[src/sv/cme_pkg.sv]
// ----------------------------------------------------------------------------
// cme_pkg: shared types and constants of the chord expander
// Event record, MIDI kind codes, register map and pitch-class helper.
// ----------------------------------------------------------------------------
package cme_pkg;

	localparam int NUM_REGS       = 6;
	localparam int REG_W          = 48;
	localparam int REG_IDX_W      = 3;
	localparam int OFFS_PER_CLASS = 3;

	localparam logic [3:0] KIND_NOTE_OFF = 4'h8;
	localparam logic [3:0] KIND_NOTE_ON  = 4'h9;

	localparam logic [7:0] VEL_MAX = 8'd127;
	localparam logic [7:0] VEL_MIN = 8'd1;

	typedef logic [REG_W-1:0] chord_reg_t;

	typedef struct packed {
		logic [7:0]  status;
		logic [7:0]  first;
		logic [7:0]  second;
		logic [15:0] stamp;
	} evt_t;

	// note mod 12 by reciprocal multiply: q = (n * 171) >> 11 is exact for n < 256
	function automatic logic [3:0] pitch_class(input logic [7:0] n);
		logic [15:0] prod;
		logic [4:0]  q;
		logic [7:0]  r;
		prod = 16'(n) * 16'd171;
		q    = prod[15:11];
		r    = n - 8'(q) * 8'd12;
		return r[3:0];
	endfunction

endpackage

[src/sv/cme_in_if.sv]
// ----------------------------------------------------------------------------
// cme_in_if: MIDI event channel
// Valid/ready channel carrying one incoming MIDI event.
// ----------------------------------------------------------------------------
interface cme_in_if;
	logic        valid;
	logic        ready;
	logic [7:0]  status_byte;
	logic [7:0]  first_data;
	logic [7:0]  second_data;
	logic [15:0] event_time;

	modport source (output valid, status_byte, first_data, second_data, event_time,
		input ready);
	modport sink (input valid, status_byte, first_data, second_data, event_time,
		output ready);
endinterface

[src/sv/cme_out_if.sv]
// ----------------------------------------------------------------------------
// cme_out_if: chord note channel
// Valid/ready channel carrying one generated note or passthrough event.
// ----------------------------------------------------------------------------
interface cme_out_if;
	logic        valid;
	logic        ready;
	logic [7:0]  out_status;
	logic [7:0]  out_first;
	logic [7:0]  out_second;
	logic [15:0] out_time;
	logic        last_of_run;

	modport source (output valid, out_status, out_first, out_second, out_time,
		last_of_run, input ready);
	modport sink (input valid, out_status, out_first, out_second, out_time,
		last_of_run, output ready);
endinterface

[src/sv/cme_regs.sv]
// ----------------------------------------------------------------------------
// cme_regs: chord offset register file
// Six 48-bit registers, two pitch classes each; out-of-map writes dropped.
// ----------------------------------------------------------------------------
module cme_regs
	import cme_pkg::*;
(
	input  logic                 clk,
	input  logic                 arst_n,
	input  logic                 cfg_wr_en,
	input  logic [REG_IDX_W-1:0] cfg_index,
	input  chord_reg_t           cfg_wdata,
	output chord_reg_t           regs_q [NUM_REGS]
);

	always_ff @(posedge clk or negedge arst_n) begin
		if (!arst_n) begin
			for (int i = 0; i < NUM_REGS; i++) begin
				regs_q[i] <= '0;
			end
		end else if (cfg_wr_en) begin
			for (int i = 0; i < NUM_REGS; i++) begin
				if (cfg_index == REG_IDX_W'(i)) begin
					regs_q[i] <= cfg_wdata;
				end
			end
		end
	end

endmodule

[src/sv/cme_expand.sv]
// ----------------------------------------------------------------------------
// cme_expand: chord lane builder
// Turns one registered event into per-lane notes, a lane mask and a velocity
// (the unclamped second data byte for non-note events).
module cme_expand
	import cme_pkg::*;
#(
	parameter int CHORD_NOTES = 3
) (
	input  evt_t                   evt,
	input  chord_reg_t             regs_q [NUM_REGS],
	output logic [CHORD_NOTES-1:0] lane_mask,
	output logic [7:0]             lane_note [CHORD_NOTES],
	output logic [7:0]             second
);

	logic [3:0]       pclass;
	logic             is_note;
	chord_reg_t       sel_reg;
	logic [23:0]      class_offs;
	logic signed [7:0] offs [OFFS_PER_CLASS];
	logic signed [9:0] sum  [CHORD_NOTES];
	logic [7:0]       vel;

	assign pclass  = pitch_class(evt.first);
	assign is_note = (evt.status[7:4] == KIND_NOTE_ON) || (evt.status[7:4] == KIND_NOTE_OFF);
	assign sel_reg = regs_q[pclass[3:1]];

	always_comb begin
		case (pclass[0])
			1'b0:    class_offs = sel_reg[23:0];
			1'b1:    class_offs = sel_reg[47:24];
			default: class_offs = sel_reg[23:0];
		endcase
		for (int j = 0; j < OFFS_PER_CLASS; j++) begin
			offs[j] = signed'(class_offs[8*j +: 8]);
		end
	end

	// clamp velocity into 1..127
	always_comb begin
		if (evt.second > VEL_MAX) begin
			vel = VEL_MAX;
		end else if (evt.second < VEL_MIN) begin
			vel = VEL_MIN;
		end else begin
			vel = evt.second;
		end
	end

	always_comb begin
		for (int i = 0; i < CHORD_NOTES; i++) begin
			sum[i]       = signed'({2'b00, evt.first}) + 10'(offs[i]);
			lane_note[i] = sum[i][7:0];
			// keep notes in 0..127; drop repeats of the root offset
			lane_mask[i] = (sum[i][9:7] == 3'b000) && ((i == 0) || (offs[i] != offs[0]));
		end
		second = vel;
		if (!is_note) begin
			lane_mask    = CHORD_NOTES'(1);
			lane_note[0] = evt.first;
			second       = evt.second;
		end
	end

endmodule

[src/sv/cme_emit.sv]
// ----------------------------------------------------------------------------
// cme_emit: chord note emitter
// Holds one expanded event and drains its lanes, one per cycle while the
// output is not stalled, into the output register.
// ----------------------------------------------------------------------------
module cme_emit
	import cme_pkg::*;
#(
	parameter int CHORD_NOTES = 3
) (
	input  logic                   clk,
	input  logic                   arst_n,
	input  logic                   load,
	input  evt_t                   evt,
	input  logic [CHORD_NOTES-1:0] lane_mask,
	input  logic [7:0]             lane_note [CHORD_NOTES],
	input  logic [7:0]             second,
	output logic                   load_ok,
	cme_out_if.source              notes
);

	logic [CHORD_NOTES-1:0] mask_s2;
	logic [7:0]             note_s2 [CHORD_NOTES];
	evt_t                   evt_s2;
	logic [7:0]             second_s2;

	logic                   out_valid_q;
	logic                   out_free;
	logic                   pop;
	logic                   found;
	logic [7:0]             pick_note;
	logic [CHORD_NOTES-1:0] rest_mask;

	assign out_free = !out_valid_q || notes.ready;
	assign pop      = out_free && (mask_s2 != '0);
	assign load_ok  = (mask_s2 == '0) || (pop && (rest_mask == '0));

	// lowest pending lane goes out first
	always_comb begin
		found     = 1'b0;
		pick_note = note_s2[0];
		rest_mask = mask_s2;
		for (int i = 0; i < CHORD_NOTES; i++) begin
			if (mask_s2[i] && !found) begin
				found        = 1'b1;
				pick_note    = note_s2[i];
				rest_mask[i] = 1'b0;
			end
		end
	end

	always_ff @(posedge clk or negedge arst_n) begin
		if (!arst_n) begin
			mask_s2     <= '0;
			out_valid_q <= 1'b0;
		end else begin
			if (load) begin
				mask_s2 <= lane_mask;
			end else if (pop) begin
				mask_s2 <= rest_mask;
			end
			if (pop) begin
				out_valid_q <= 1'b1;
			end else if (notes.ready) begin
				out_valid_q <= 1'b0;
			end
		end
	end

	always_ff @(posedge clk) begin
		if (load) begin
			note_s2   <= lane_note;
			evt_s2    <= evt;
			second_s2 <= second;
		end
		if (pop) begin
			notes.out_status  <= evt_s2.status;
			notes.out_first   <= pick_note;
			notes.out_second  <= second_s2;
			notes.out_time    <= evt_s2.stamp;
			notes.last_of_run <= (rest_mask == '0);
		end
	end

	assign notes.valid = out_valid_q;

endmodule

[src/sv/midi_note_chord_expander.sv]
// ----------------------------------------------------------------------------
// midi_note_chord_expander: MIDI chord generator
// Expands note-on/off events into up to CHORD_NOTES transposed notes.
// ----------------------------------------------------------------------------
// Each event passes an input register, then combinational expansion (pitch
// class, offset lookup, range and duplicate checks, velocity clamp) into the
// emitter stage, which drives one result per cycle from its output register
// while notes.ready does not stall it. An event holds the emitter until its
// results (0 to CHORD_NOTES) are sent, and the next event is taken in the
// cycle its last result is sent, so throughput is set by the single output
// port: one result per clock unless the output stalls. The first result is
// registered in the input register, the emitter's lane register and the
// output register in turn. Non-note events pass through as a single result.
// Offset registers are written through the cfg port at any index below six;
// other indexes are dropped. Write them only while idle.
// ----------------------------------------------------------------------------
module midi_note_chord_expander
	import cme_pkg::*;
#(
	parameter int CHORD_NOTES = 3
) (
	input  logic                 clk,
	input  logic                 arst_n,
	input  logic                 cfg_wr_en,
	input  logic [REG_IDX_W-1:0] cfg_index,
	input  logic [REG_W-1:0]     cfg_wdata,
	cme_in_if.sink               events,
	cme_out_if.source            notes
);

	chord_reg_t             regs_q [NUM_REGS];
	logic                   valid_s1;
	evt_t                   evt_s1;
	logic                   load_ok;
	logic                   load;
	logic [CHORD_NOTES-1:0] lane_mask;
	logic [7:0]             lane_note [CHORD_NOTES];
	logic [7:0]             second;

	cme_regs u_regs (
		.clk       (clk),
		.arst_n    (arst_n),
		.cfg_wr_en (cfg_wr_en),
		.cfg_index (cfg_index),
		.cfg_wdata (cfg_wdata),
		.regs_q    (regs_q)
	);

	// Input register: take a new event when none is held or the held one moves on.
	assign load         = valid_s1 && load_ok;
	assign events.ready = !valid_s1 || load_ok;

	always_ff @(posedge clk or negedge arst_n) begin
		if (!arst_n) begin
			valid_s1 <= 1'b0;
		end else if (events.ready) begin
			valid_s1 <= events.valid;
		end
	end

	always_ff @(posedge clk) begin
		if (events.ready && events.valid) begin
			evt_s1 <= '{status: events.status_byte, first: events.first_data,
				second: events.second_data, stamp: events.event_time};
		end
	end

	cme_expand #(.CHORD_NOTES(CHORD_NOTES)) u_expand (
		.evt       (evt_s1),
		.regs_q    (regs_q),
		.lane_mask (lane_mask),
		.lane_note (lane_note),
		.second    (second)
	);

	// Emitter: hold the expanded event, drain its lanes into the output register.
	cme_emit #(.CHORD_NOTES(CHORD_NOTES)) u_emit (
		.clk       (clk),
		.arst_n    (arst_n),
		.load      (load),
		.evt       (evt_s1),
		.lane_mask (lane_mask),
		.lane_note (lane_note),
		.second    (second),
		.load_ok   (load_ok),
		.notes     (notes)
	);

endmodule
[src/flat_wrapper.sv]
// flat-port wrapper written by rule: the top's interface ports become plain ports
module midi_note_chord_expander_flat import cme_pkg::*;
#(
	parameter int CHORD_NOTES = 3
)
  (clk, arst_n, cfg_wr_en, cfg_index, cfg_wdata, events_valid, events_status_byte, events_first_data, events_second_data, events_event_time, events_ready, notes_valid, notes_out_status, notes_out_first, notes_out_second, notes_out_time, notes_last_of_run, notes_ready);
  cme_in_if events_i ();
  cme_out_if notes_i ();
  input  logic clk;
  input  logic arst_n;
  input  logic cfg_wr_en;
  input  logic [REG_IDX_W-1:0] cfg_index;
  input  logic [REG_W-1:0] cfg_wdata;
  input wire logic [$bits(events_i.valid)-1:0] events_valid;
  input wire logic [$bits(events_i.status_byte)-1:0] events_status_byte;
  input wire logic [$bits(events_i.first_data)-1:0] events_first_data;
  input wire logic [$bits(events_i.second_data)-1:0] events_second_data;
  input wire logic [$bits(events_i.event_time)-1:0] events_event_time;
  output wire logic [$bits(events_i.ready)-1:0] events_ready;
  output wire logic [$bits(notes_i.valid)-1:0] notes_valid;
  output wire logic [$bits(notes_i.out_status)-1:0] notes_out_status;
  output wire logic [$bits(notes_i.out_first)-1:0] notes_out_first;
  output wire logic [$bits(notes_i.out_second)-1:0] notes_out_second;
  output wire logic [$bits(notes_i.out_time)-1:0] notes_out_time;
  output wire logic [$bits(notes_i.last_of_run)-1:0] notes_last_of_run;
  input wire logic [$bits(notes_i.ready)-1:0] notes_ready;
  assign events_i.valid = events_valid;
  assign events_i.status_byte = events_status_byte;
  assign events_i.first_data = events_first_data;
  assign events_i.second_data = events_second_data;
  assign events_i.event_time = events_event_time;
  assign events_ready = events_i.ready;
  assign notes_valid = notes_i.valid;
  assign notes_out_status = notes_i.out_status;
  assign notes_out_first = notes_i.out_first;
  assign notes_out_second = notes_i.out_second;
  assign notes_out_time = notes_i.out_time;
  assign notes_last_of_run = notes_i.last_of_run;
  assign notes_i.ready = notes_ready;
  midi_note_chord_expander #(.CHORD_NOTES(CHORD_NOTES)) u_core (.clk(clk), .arst_n(arst_n), .cfg_wr_en(cfg_wr_en), .cfg_index(cfg_index), .cfg_wdata(cfg_wdata), .events(events_i), .notes(notes_i));
endmodule
[config.mk]
export PLATFORM = sky130hd
export DESIGN_NAME = midi_note_chord_expander_flat
export DESIGN_NICKNAME = d
export VERILOG_FILES = /design/src/sv/cme_pkg.sv /design/src/sv/cme_in_if.sv /design/src/sv/cme_out_if.sv /design/src/sv/cme_regs.sv /design/src/sv/cme_expand.sv /design/src/sv/cme_emit.sv /design/src/sv/midi_note_chord_expander.sv /design/src/flat_wrapper.sv
export SDC_FILE = /design/constraint.sdc
export NUM_CORES = 1
export LEC_CHECK = 0
export ABC_AREA = 0
export BUFFER_PORTS_ARGS = -buffer_cell sky130_fd_sc_hd__buf_2
export CORE_MARGIN = 2
export CORE_UTILIZATION = 50
export CTS_CLUSTER_SIZE = 8
export DETAILED_ROUTE_END_ITERATION = 16
export GPL_ROUTABILITY_DRIVEN = 1
export PLACE_DENSITY = 0.76
export SYNTH_ARGS = -nofsm -noshare
export SYNTH_HDL_FRONTEND = slang
export SYNTH_HIERARCHICAL = 1
export SYNTH_SLANG_ARGS = --single-unit
[constraint.sdc]
create_clock -name clk -period 9.42 [get_ports clk]
set_clock_uncertainty 0.15 [all_clocks]
set_input_delay 2.355 -clock clk [delete_from_list [all_inputs] [get_ports clk]]
set_output_delay 2.355 -clock clk [all_outputs]
set_load 0.005 [all_outputs]
---- Word-level counts from Yosys, hierarchy flattened ----
Index checks and enable logic that the tools add are counted.
W data, S select, Z words.
word-level totals
  register bits after elaboration ......... 430
  input port bits ......................... 96
  output and inout bits ................... 43
  logic and storage cells ................. 94
cells by class
  $add $sub $neg .......................... 4
  multiply operators ...................... 2
  magnitude comparators ................... 3
  equality and inequality tests ........... 9
  muxes and demuxes ....................... 19
  bitwise operators ....................... 2
  reduce and logical (&&, ||, !) cells .... 31
operators with widths
  operator                count
  $bmux W48 S3            1
  $mux W48                2
  $mux W8                 6
  $pmux W24 S2            1
  $add A9 B8 Y10          3
  $logic_not A3 Y1        6
  $mul A8 B8 Y16 const B  1
  $ne A8 B8 Y1            2
  $reduce_and A2 Y1       6
  $mux W3                 3
  $eq A4 B4 Y1 const B    2
  $gt A8 B7 Y1 const B    1
  $logic_and A1 B1 Y1     8
  $lt A8 B1 Y1 const B    1
  $eq A3 B2 Y1 const B    2
  $eq A3 B3 Y1 const B    2
  $mux W1                 6
  $mul A5 B2 Y2 const B   1
  $ge A4 B4 Y1 const B    1
  $logic_not A1 Y1        4
  $logic_or A1 B1 Y1      4
  $not A3 Y4              1
  $reduce_bool A2 Y1      2
  $sub A4 B4 Y4           1
  3 further kinds         3

---- Logic depth before layout (Yosys ltp) ----
Gate-level depths: netlist of the first run.
  depth in word-level cells ............... 13
  gate-level depth with buffers ........... 35
  gate-level depth less buffers ........... 33

---- Cells and area by module ----
Netlist of the first run, hierarchy kept.
by module, submodules not included
  module                    instances  cells each  area an instance (sq um)  seq. area each (sq um)
  cme_regs                  1          612         10,740.3                  7,206.9
  cme_expand                1          566         4,906.0                   0.0
  cme_emit                  1          160         3,320.7                   3,012.9
  midi_note_chord_expander  1          45          1,261.2                   1,226.2

---- Worst setup path after synthesis of the first run ----
Ideal clock, no wire load.
  path type ............................... register to register
  start point ............................. register u_core/evt_s1[25] (netlist name)
  end point ............................... register u_core.u_emit.mask_s2[0]
  arrival ................................. 6.987 ns
  required time ........................... 9.064 ns
  setup slack ............................. 2.077 ns
  stages on the path, launching flop included .. 32
  buffers on the path ..................... 5
  period minus slack after synthesis ...... 7.343 ns
  cells stage by stage .................... edfxtp_1 -> ha_1 -> fa_1 -> fa_1 -> inv_1 -> fa_1 -> inv_1 -> ha_1 -> nand4_1 -> o21bai_1 -> and2_1 -> nor2_1 -> xnor2_1 -> ha_1 -> buf_2 -> buf_2 -> buf_2 -> clkbuf_1 -> clkbuf_1 -> nand2_1 -> o21ai_1 -> ha_1 -> a21o_1 -> a21oi_1 -> nor2b_1 -> o21a_1 -> o41ai_1 -> mux2i_1 -> o21a_1 -> mux2i_1 -> nand2_1 -> o21ai_0
between the ends
  word-level cells in the longest chain between the ends .. 12
ends and longest elaborated chain
  what                                          line                            source
  start: declaration                            midi_note_chord_expander.sv:33  evt_t evt_s1;
  start signal: assignment                      midi_note_chord_expander.sv:63  evt_s1 <= '{status: events.status_byte, first: events.first_data,
  $mul A8 B8 Y16                                cme_pkg.sv:32                   prod = 16'(n) * 16'd171;
  $mul A5 B2 Y2                                 cme_pkg.sv:34                   r = n - 8'(q) * 8'd12;
  $sub A4 B4 Y4                                 cme_pkg.sv:34
  $not A3 Y4 (not written as such)              cme_expand.sv:27                assign sel_reg = regs_q[pclass[3:1]];
  $bmux W48 S3                                  cme_expand.sv:27
  $mux W48 (not written as such) (2 in series)  cme_expand.sv:27
  $pmux W24 S2                                  cme_expand.sv:30                case (pclass[0])
  $add A9 B8 Y10 (*)                            cme_expand.sv:53                sum[i] = signed'({2'b00, evt.first}) + 10'(offs[i]);
  $logic_not A3 Y1 (*)                          cme_expand.sv:56                lane_mask[i] = (sum[i][9:7] == 3'b000) && ((i == 0) || (offs[i] != offs[0]));
  $mux W3 (*)                                   cme_expand.sv:59                if (!is_note) begin
  named net u_core.lane_mask[0]                 midi_note_chord_expander.sv:36  logic [CHORD_NOTES-1:0] lane_mask;
  $mux W3 (*)                                   cme_emit.sv:57                  if (load) begin
  end signal: assignment                        cme_emit.sv:58                  mask_s2 <= lane_mask;
  end signal: assignment                        cme_emit.sv:60                  mask_s2 <= rest_mask;
  end: declaration                              cme_emit.sv:22                  logic [CHORD_NOTES-1:0] mask_s2;
Mark *: on every way through the listed nets, which the timed path passes. The rest lies on a longest branch. The select of a mux whose other input is x is not followed.
A chain may end at the register's enable or synchronous reset.

---- Final worst setup path of the first run ----
  start point ............................. register u_core/evt_s1[27] (netlist name)
  end point ............................... register u_core.u_emit.mask_s2[1]
between the ends
  word-level cells in the longest chain between the ends .. 13
  elaborated cells on any way between the ends .. 14
  those cells by class .................... add/sub: 2; mul: 2; eq/ne: 1; mux: 6; bitwise: 1; reduce/logical: 2
ends and longest elaborated chain
  what                                          line
  $mul A8 B8 Y16                                cme_pkg.sv:32
  $mul A5 B2 Y2                                 cme_pkg.sv:34
  $sub A4 B4 Y4                                 cme_pkg.sv:34
  $not A3 Y4 (not written as such)              cme_expand.sv:27
  $bmux W48 S3                                  cme_expand.sv:27
  $mux W48 (not written as such) (2 in series)  cme_expand.sv:27
  $pmux W24 S2                                  cme_expand.sv:30
  $add A9 B8 Y10                                cme_expand.sv:53
  $logic_not A3 Y1                              cme_expand.sv:56
  $logic_and A1 B1 Y1 (*)                       cme_expand.sv:56
  $mux W3 (*)                                   cme_expand.sv:59
  named net u_core.lane_mask[1]                 midi_note_chord_expander.sv:36
  $mux W3 (*)                                   cme_emit.sv:57
Marked as above.

==> metrics.md, run 1 <==
| Metric | Value |
|---|---|
| Clk sink count | 430 |
| Fraction of registers with async set/reset | 0.681 |
| Worst-Skew Late Latency | 0.60 ns |
| Full die area | 42,100 um2 |
| CTS Hold Bufs | 0 |
| Initial antenna violation count | 5 |
| Unique masters post-synth | 58 |
| DRC violations left | 0 |
| Post-synthesis cell area | 20,200 um2 |
| Share of layout cells above drive strength 1 | 0.293 |
| Crit. End Element | register |
| Post-cts gate resize count | 0 |
| Crit share post-route | 0.898 |
| Max Slew Vio Count | 0 |
| Clock buffer depth | 3 |
| WL/cell | 21.6 um |
| Endpoints failing setup | 0 |
| Commonest register cell after synthesis | dfrtp_1 |
| Top delay family on crit path | adder cells |
| Syn nets | 1,553 |
| R2r startpoint | u_core/evt_s1[27]$_DFFE_PP_ |
| Number of flops mapped to enable cells by yosys | 137 |
| Placed Area | 21,400 um2 |
| Antenna viol nets, final | 0 |
| Worst Path Class, Setup | register to register |
| #FFs+latches synth | 430 |
| Clock-pin slew on the worst setup and hold paths | 0.05 ns |
| Crit path launch | u_core/evt_s1[27]$_DFFE_PP_ |
| Row count | 73 |
| CORE AREA | 39,800 um2 |
| Fin area | 23,000 um2 |
| Gr ovfl total | 0 |
| Largest family of logic cells by synthesized area | multiplexers |
| Yosys warns | 6 |
| H-Tree Depth | 2 |
| Gr usage total | 0.219 |
| Vias in the first global route | 12,532 |
| Worst hold start | u_core/evt_s1[11]$_DFFE_PP_ |
| Worst Hold Endpoint | u_core/u_emit/evt_s2[11]$_DFFE_PP_ |
| F_max | 118 MHz |
| Synth Instances | 1,383 |
| Vias per cell | 5.71 |
| WHS Path Cells | 0 |
| Post-synthesis adder-cell area fraction | 0.0510 |
| Worst-path fanout max | 26 |
| Fin nets | 1,700 |
| Min Tclk post-route | 8.46 ns |
| Simple-gate share of the synthesized area | 0.0408 |
| Crit Reg-Reg Endpoint | u_core/u_emit/mask_s2[1]$_DFFE_PN0P_ |
| Routed WL | 44.9 mm |
| Seq/Total Area, Yosys | 0.566 |
| Final hold vios | 0 |
| Compound-Gate Fraction of Synth Area | 0.0474 |
| XOR/XNOR Fraction of Synth Area | 0.0247 |
| # Max-Cap Violations | 0 |
| Setup_tns | 0 ns |
| Slowest cell on crit path | or2_1 |
| Top cell by count, worst path | fa_1 |
| Die width | 205 um |
| Critical Path RT | 9.77 ns |
| Syn Area/Cell | 14.6 um2 |
| Root Driver | clkbuf_16 |
| CTS tree | done |
| Top-Level Pins | 139 |
| Largest stage delay, worst path | 0.70 ns |
| Vias | 11,875 |
| Arrival @ worst endpoint | 8.81 ns |
| First-pass GRT wire length | 70.7 mm |
| R2R setup slack | 0.96 ns |
| Fraction of synthesized area in multiplexers | 0.241 |
| Drt pass-1 iters | 5 |
| Startpoint types | register |
| Initial Utilization | 0.508 |
| Die Y | 205 um |
| HPWL Detailed | 28.6 mm |
| Rel. slew slack | 0.257 |
| Initial detailed-routing violation count | 789 |
| Status | completed |
| CP Buf/Inv Count | 4 |
| Port Buf Inserts | 138 |
| Final Wtd Congestion | 0.861 |
| Worst-margin pin slew | 1.11 ns |
| Largest net degree at the start of global routing | 162 |
| Worst reg-to-reg path cell count | 32 |
| Tightest Hold Check Type | register to register |
| Area grow syn2layout | 13.9% |
| Setup bufs post-CTS | 0 |
| Unrepaired setup endpoints after global routing | false |
| CTS buffer count | 60 |
| Hold Slack | 0.262 ns |
[metal layers]
metal / part of all wire / wire [um] / up-vias / GRT usage
met5: 0.00089 / 40 / - / 0
met4: 0.024 / 1060 / 6 / 0.0689
met3: 0.057 / 2580 / 78 / 0.0452
met2: 0.47 / 21000 / 327 / 0.341
met1: 0.45 / 20200 / 6084 / 0.310
li1: - / - / 5380 / -
[worst max-delay path by stage]
stage                                                       to  cells after the start
final                     u_core/u_emit/mask_s2[1]$_DFFE_PN0P_                     32
after global routing      u_core/u_emit/mask_s2[1]$_DFFE_PN0P_                     32
after CTS                 u_core/u_emit/mask_s2[1]$_DFFE_PN0P_                     32
after detailed placement  u_core/u_emit/mask_s2[1]$_DFFE_PN0P_                     32
after global placement    u_core/u_emit/mask_s2[1]$_DFFE_PN0P_                     32
after floorplan           u_core/u_emit/mask_s2[0]$_DFFE_PN0P_                     31
[sequential cells by signal, indices dropped and copies added, names as in the netlist]
signal	flops
u_core/valid_s1	1
u_core/u_emit/note_s2	24
u_core/u_emit/second_s2	8
u_core/u_emit/evt_s2	24
u_core/u_emit/notes.out_time	16
u_core/u_emit/notes.last_of_run	1
u_core/u_emit/notes.valid	1
u_core/u_emit/mask_s2	3
u_core/u_emit/notes.out_second	8
u_core/evt_s1	40
u_core/u_emit/notes.out_status	8
u_core/u_emit/notes.out_first	8
u_core/u_regs/regs_q	288
[layout make-up]
cell class | instances | area (um2)
diodes | 2 | 5.00
clock buffers | 82 | 1660
clock inverters | 1 | 20.0
fillers | 3146 | 16800
inverters | 44 | 165
multi-input cells | 838 | 8220
flip-flops and latches | 430 | 11400
well taps | 525 | 657
repair buffers | 156 | 861
[metrics by stage]
stage,instances,worst slack (ns),util
global route,2077,0.269,0.578
CTS,2076,0.977,0.578
floorplan,1383,2.08,-
detailed placement,1993,1.08,0.536
finish,2078,0.963,0.578
global placement,1993,1.35,0.536
[cell usage after synthesis, drive strengths merged (11+ instances only)]
master / number / share of area
ha: 60 / 0.037
xnor2: 47 / 0.020
clkbuf: 11 / 0.0020
fa: 14 / 0.014
nor2: 51 / 0.0095
mux2i: 59 / 0.029
mux2: 288 / 0.16
o21ai: 44 / 0.011
a21oi: 29 / 0.0072
a221oi: 16 / 0.0069
edfxtp: 137 / 0.20
mux4: 46 / 0.051
dfrtp: 293 / 0.36
buf: 60 / 0.019
nand2: 61 / 0.011
inv: 44 / 0.0082
[cells by family after synthesis]
kind of cell | Yosys count
muxes | 393
and+or+nand+nor | 170
xor gates and xnor gates | 57
adders and majority gates | 74
AOI/OAI and AO/OA | 144
buffers and inverters | 115
DFF | 430
[cells in the final DEF (no fill, tap or decap), drive strengths merged, types with 4 or more instances in the layout]
| cell | instances |
|---|---|
| a221oi | 16 |
| a21oi | 29 |
| o21ai | 44 |
| nand4 | 8 |
| xnor2 | 47 |
| ha | 60 |
| xor2 | 10 |
| mux4 | 46 |
| nand2 | 61 |
| nor2b | 7 |
| o22ai | 4 |
| buf | 156 |
| a211oi | 10 |
| clkbuf | 82 |
| nor3 | 7 |
| nand2b | 9 |
| inv | 45 |
| mux2 | 288 |
| nor2 | 51 |
| nor4 | 4 |
| edfxtp | 137 |
| and2 | 6 |
| o21a | 6 |
| fa | 14 |
| a21o | 7 |
| dfrtp | 293 |
| o21bai | 5 |
| a22oi | 8 |
| mux2i | 59 |
Power of run 1 is not shown: default switching activity piles up to over one toggle a cycle in this logic, so the estimate is an artifact.
==> run 2, diff against run 1 <==
ABC_AREA = 1   (was 0)
PLACE_DENSITY = 0.69   (was 0.76)
SYNTH_HIERARCHICAL = not set   (was 1)
==> run 2 against run 1 <==
Register-to-register slack better by 0.74 ns; flip-flop and latch count stayed put; area after synthesis is 4.7% higher; maximum frequency is 9.6% higher; first-iteration DRC count is 91% higher; die area is 4.6% higher; synthesized cell count is 75% higher; global-route usage is 3.1 points higher; non-clock buffer count is 3 higher; worst hold slack hardly changed; count of clock-buffer cells in the layout is 1 lower; via count is 41% higher.
==> metrics.md, run 2 <==
| Metric | Value |
|---|---|
| Post-synthesis cell area | 21,200 um2 |
| Simple-gate share of the synthesized area | 0.218 |
| Final hold vios | 0 |
| Vias in the first global route | 16,437 |
| # Max-Cap Violations | 0 |
| F_max | 130 MHz |
| Clock-pin slew on the worst setup and hold paths | 0.05 ns |
| Unique masters post-synth | 37 |
| Finished Core Util | 0.569 |
| Synth area leaders | dfrtp_1, edfxtp_1, nand2_1 |
| H-Tree Depth | 2 |
| Seq/Total Area, Yosys | 0.541 |
| Fin nets | 2,674 |
| Gr usage total | 0.251 |
| Tightest Hold Check Type | register to register |
| Synth top cells by count | nand2_1, o21ai_0, dfrtp_1, nor2_1, inv_1 |
| Post-cts gate resize count | 0 |
| Top-Level Pins | 139 |
| DRC violations left | 0 |
| Post-route non-filler standard cell count | 3,065 |
| CORE AREA | 41,900 um2 |
| Worst-margin pin slew | 1.16 ns |
| Crit. End Element | register |
| HPWL Detailed | 34.8 mm |
| Port Buf Inserts | 138 |
| Dominant cell type by area after synthesis | dfrtp_1 |
| Syn Area/Cell | 8.74 um2 |
| WL/cell | 17.5 um |
| CTS Hold Bufs | 0 |
| Largest net degree at the start of global routing | 183 |
| CTS tree | done |
| Die Y | 210 um |
| Row count | 75 |
| Number of flops mapped to enable cells by yosys | 137 |
| Endpoints failing setup | 0 |
| CTS buffer count | 59 |
| Worst Path Class, Setup | register to register |
| Fraction of synthesized area in multiplexers | 0 |
| Commonest register cell after synthesis | dfrtp_1 |
| Root Driver | clkbuf_16 |
| Final Wtd Congestion | 0.951 |
| Min Tclk post-route | 7.72 ns |
| Critical Path RT | 9.80 ns |
| Placed Area | 22,200 um2 |
| Largest stage delay, worst path | 0.57 ns |
| XOR/XNOR Fraction of Synth Area | 0.00662 |
| Routed WL | 53.7 mm |
| Share of layout cells above drive strength 1 | 0.120 |
| #FFs+latches synth | 430 |
| Unrepaired setup endpoints after global routing | false |
| Vias per cell | 5.47 |
| Worst-Skew Late Latency | 0.62 ns |
| Clock buffer depth | 3 |
| Initial detailed-routing violation count | 1,506 |
| Cells after DPL | 2,981 |
| Die width | 210 um |
| Startpoint types | register |
| Antenna viol nets, final | 0 |
| Top cell by count, worst path | nand2_1 |
| Initial Utilization | 0.506 |
| Synth top area share | 0.346 |
| Count leader, synth | nand2_1 |
| Crit share post-route | 0.819 |
| Synth Instances | 2,421 |
| Drt pass-1 iters | 8 |
| First-pass GRT wire length | 87.7 mm |
| Top Registers | u_core.u_regs.regs_q (288), u_core.evt_s1 (40) |
| Fin area | 23,800 um2 |
| Fraction of registers with async set/reset | 0.681 |
| Status | completed |
| Arrival @ worst endpoint | 8.10 ns |
| Syn nets | 2,592 |
| Max Slew Vio Count | 0 |
| Initial antenna violation count | 0 |
| Clk sink count | 430 |
| Ant diodes | 0 |
| Biggest register | u_core.u_regs.regs_q |
| Post-synthesis adder-cell area fraction | 0.0493 |
| Area grow syn2layout | 12.5% |
| Setup_tns | 0 ns |
| Most common cell after layout, fill and taps aside | nand2_1 |
| Worst-path fanout max | 71 |
| Vias | 16,761 |
| Most frequent cells in the layout | nand2_1, o21ai_0, dfrtp_1, nor2_1, inv_1 |
| Setup bufs post-CTS | 0 |
| Gr ovfl total | 0 |
| Max reg flops | 288 |
| Slowest cell on crit path | edfxtp_1 |
| Compound-Gate Fraction of Synth Area | 0.125 |
| Largest family of logic cells by synthesized area | simple AND/OR/NAND/NOR gates |
| Yosys warns | 0 |
| Rel. slew slack | 0.225 |
| Full die area | 44,000 um2 |
## run 2: changes by cell type in the layout (fill, tap and decap cells not counted), sizes merged, moves of 17 or more
cell    before  now
nand2       61  717
o21ai       44  368
mux2       288    0
nor2        51  189
inv         45  176
nand3        1  105
mux2i       59    0
or2          3   54
mux4        46    0
xnor2       47    6
nand3b       0   36
a32o         0   28
a21oi       29   49
a32oi        0   17
## run 2: per-layer routing
layer / vias up / track usage / part of all wire
met5: - / 0 / 0
met4: 0 / 0.0846 / 0.028
met3: 97 / 0.0370 / 0.055
met2: 490 / 0.400 / 0.47
li1: 8123 / - / -
met1: 8051 / 0.353 / 0.45
## run 2: path summary, 6_finish.rpt
kind	startpoint	end	slack [ns]	cells after the start
min in group asynchronous	arst_n	u_core.u_regs.regs_q[140]$_DFFE_PN0P_	1.66	1
worst max-delay path	u_core.evt_s1[27]$_DFFE_PP_	u_core.u_emit.mask_s2[2]$_DFFE_PN0P_	1.70	35
worst min register to register	u_core.u_emit.evt_s2[4]$_DFFE_PP_	u_core.u_emit.notes.out_time[4]$_DFFE_PP_	0.26	0
worst max register to register	u_core.evt_s1[27]$_DFFE_PP_	u_core.u_emit.mask_s2[2]$_DFFE_PN0P_	1.70	35
max in group asynchronous	arst_n	u_core.u_regs.regs_q[1]$_DFFE_PN0P_	5.96	2
worst min-delay path	u_core.u_emit.evt_s2[4]$_DFFE_PP_	u_core.u_emit.notes.out_time[4]$_DFFE_PP_	0.26	0
## run 2: kinds of logic (layout without fill, tap and decap cells)
logic type,Yosys count,count (layout)
AND/OR/NAND/NOR,1106,1106
adder cells (fa/ha/maj),75,75
AO/OA/AOI/OAI,480,480
buffers and inverters,314,419
XOR/XNOR,16,16
flip-flops,430,430
## run 2: final cells by class
cell class / count / area (um2)
Timing Repair Buffer: 159 / 883
Fill cell: 3759 / 18000
Multi-Input combinational cell: 1677 / 8500
Clock buffer: 81 / 1560
Inverter: 176 / 663
Sequential cell: 430 / 11400
Clock inverter: 3 / 80.1
Tap cell: 539 / 674
## run 2: through the flow
step                      hold slack [ns]  worst slack (ns)
after global placement              0.251              1.99
after global routing                0.267              1.12
after floorplan                     0.250              2.81
after detailed placement            0.255              1.82
final                               0.261              1.70
after CTS                           0.264              1.79
## run 2: worst max-delay path: cells and delay by family, from the launching register on
family                   cells  cell delay (ns)
buffers and inverters        4             0.26
XOR/XNOR                     1             0.23
AND/OR/NAND/NOR             14             2.08
adder cells (fa/ha/maj)      8             2.98
AO/OA/AOI/OAI                8             1.32
flip-flops                   1             0.57
Power of run 2 is left out for the same reason.
==> run 3, diff against run 2 <==
PLACE_DENSITY = 0.71   (was 0.69)
clock period = 6.9 ns   (was 9.42 ns; I/O delays follow)
==> run 3 against run 2 <==
Maximum frequency rose by 15%; via count up 2.2%; die area unchanged; non-clock buffer count increased by 33; critical endpoint is now u_core.u_emit.mask_s2[0]$_DFFE_PN0P_; count of clock-buffer cells in the layout shrank 1; wire length up 2.0%; first-iteration DRC count increased by 20%.
==> metrics.md, run 3 (synthesized netlist as in run 2, its figures left out) <==
| Metric | Value |
|---|---|
| Status | completed |
| Share of layout cells above drive strength 1 | 0.141 |
| Worst Path Class, Setup | register to register |
| Unrepaired setup endpoints after global routing | true |
| Vias per cell | 5.53 |
| Area grow syn2layout | 15.1% |
| Crit. End Element | register |
| Root Driver | clkbuf_16 |
| Top Usage Layer GRT | met2 |
| Initial antenna violation count | 1 |
| # Max-Cap Violations | 0 |
| Final Wtd Congestion | 0.918 |
| Vias | 17,122 |
| Die width | 210 um |
| Full die area | 44,000 um2 |
| Gr ovfl total | 0 |
| Slowest cell on crit path | fa_1 |
| Drt pass-1 iters | 6 |
| H-Tree Depth | 2 |
| CTS tree | done |
| Vias in the first global route | 16,214 |
| Tightest Hold Check Type | register to register |
| Top cell by count, worst path | nand2_1 |
| GR Util met1 | 0.337 |
| Endpoints failing setup | 0 |
| Initial detailed-routing violation count | 1,801 |
| First-pass GRT wire length | 85.5 mm |
| Worst-margin pin slew | 1.16 ns |
| Top Registers | u_core.u_regs.regs_q (288), u_core.evt_s1 (40) |
| Most frequent cells in the layout | nand2_1, o21ai_0, dfrtp_1, nor2_1, inv_1 |
| F_max | 149 MHz |
| Crit share post-route | 0.972 |
| Initial Utilization | 0.506 |
| Gr usage total | 0.245 |
| Routed WL | 54.8 mm |
| Hold Slack | 0.260 ns |
| Die Y | 210 um |
| Rel. slew slack | 0.223 |
| Max Slew Vio Count | 0 |
| CTS buffer count | 59 |
| HPWL Detailed | 35.5 mm |
| Top-Level Pins | 139 |
| Routing usage on met2 | 0.395 |
| DRC violations left | 0 |
| WL/cell | 17.7 um |
| Fin nets | 2,707 |
| Max reg flops | 288 |
| Biggest register | u_core.u_regs.regs_q |
| Largest net degree at the start of global routing | 151 |
| Startpoint types | register |
| CORE AREA | 41,900 um2 |
| Fillers | 3,585 |
| Clock-pin slew on the worst setup and hold paths | 0.05 ns |
| Critical Path RT | 7.23 ns |
| Largest stage delay, worst path | 0.49 ns |
| Met3 Use GR | 0.0423 |
| Min Tclk post-route | 6.71 ns |
| Clk sink count | 430 |
| Arrival @ worst endpoint | 7.03 ns |
| Worst-path fanout max | 19 |
| Most common cell after layout, fill and taps aside | nand2_1 |
| Final hold vios | 0 |
| Port Buf Inserts | 138 |
| Worst-Skew Late Latency | 0.61 ns |
| Antenna viol nets, final | 0 |
| Clock buffer depth | 3 |
| Row count | 75 |
-- run 3: per-layer routing --
| metal | vias to the layer above | routed length (um) | part of all wire |
|---|---|---|---|
| met1 | 8280 | 23700 | 0.43 |
| met4 | 0 | 1380 | 0.025 |
| met5 | - | 0 | 0 |
| met2 | 585 | 26000 | 0.48 |
| li1 | 8179 | - | - |
| met3 | 78 | 3640 | 0.066 |
-- run 3: what timing repair did --
item | 4_1_cts | 5_1_grt
buffers inserted | 0 | 7
hold buffers | 0 | 0
gates resized for setup | 0 | 34
setup endpoints to repair | 0 | 9
-- run 3: final timing paths --
check | cells after the start | start | slack, ns | to
worst max register to register | 40 | u_core.evt_s1[27]$_DFFE_PP_ | 0.19 | u_core.u_emit.mask_s2[0]$_DFFE_PN0P_
max in group asynchronous | 2 | arst_n | 4.32 | u_core.u_regs.regs_q[287]$_DFFE_PN0P_
worst min register to register | 0 | u_core.evt_s1[0]$_DFFE_PP_ | 0.26 | u_core.u_emit.evt_s2[0]$_DFFE_PP_
min in group asynchronous | 1 | arst_n | 0.93 | u_core.u_regs.regs_q[262]$_DFFE_PN0P_
worst max-delay path | 40 | u_core.evt_s1[27]$_DFFE_PP_ | 0.19 | u_core.u_emit.mask_s2[0]$_DFFE_PN0P_
worst min-delay path | 0 | u_core.evt_s1[0]$_DFFE_PP_ | 0.26 | u_core.u_emit.evt_s2[0]$_DFFE_PP_
-- run 3: worst max-delay path: cells and delay by family (launching register included) --
kind | cells | cell delay [ns]
AND/OR/NAND/NOR | 21 | 2.25
flip-flops | 1 | 0.43
AO/OA/AOI/OAI | 6 | 0.63
adder cells (fa/ha/maj) | 8 | 2.59
XOR/XNOR | 1 | 0.19
buffers and inverters | 4 | 0.34
-- run 3: area by class of cell --
type | instances | area [um2] | share of cell area
inverter | 176 | 666 | 0.0273
clock inverter | 3 | 76.3 | 0.00313
clock buffer | 80 | 1560 | 0.0638
antenna | 1 | 2.50 | 0.000103
multi-input combinational | 1677 | 8640 | 0.355
sequential | 430 | 11400 | 0.470
tap | 539 | 674 | 0.0277
timing repair buffer | 192 | 1300 | 0.0532
-- run 3: through the flow --
stage	instance area, um2	TNS [ns]	worst slack [ns]	std cells	util
2_1_floorplan	21200	0	0.295	2421	-
3_3_place_gp	22400	0	0.294	3002	0.535
3_5_place_dp	22400	0	0.100	3002	0.535
4_1_cts	24000	0	0.00220	3085	0.574
5_1_grt	24400	-0.165	-0.148	3098	0.582
6_report	24400	0	0.192	3098	0.582
Power of run 3 is left out for the same reason.
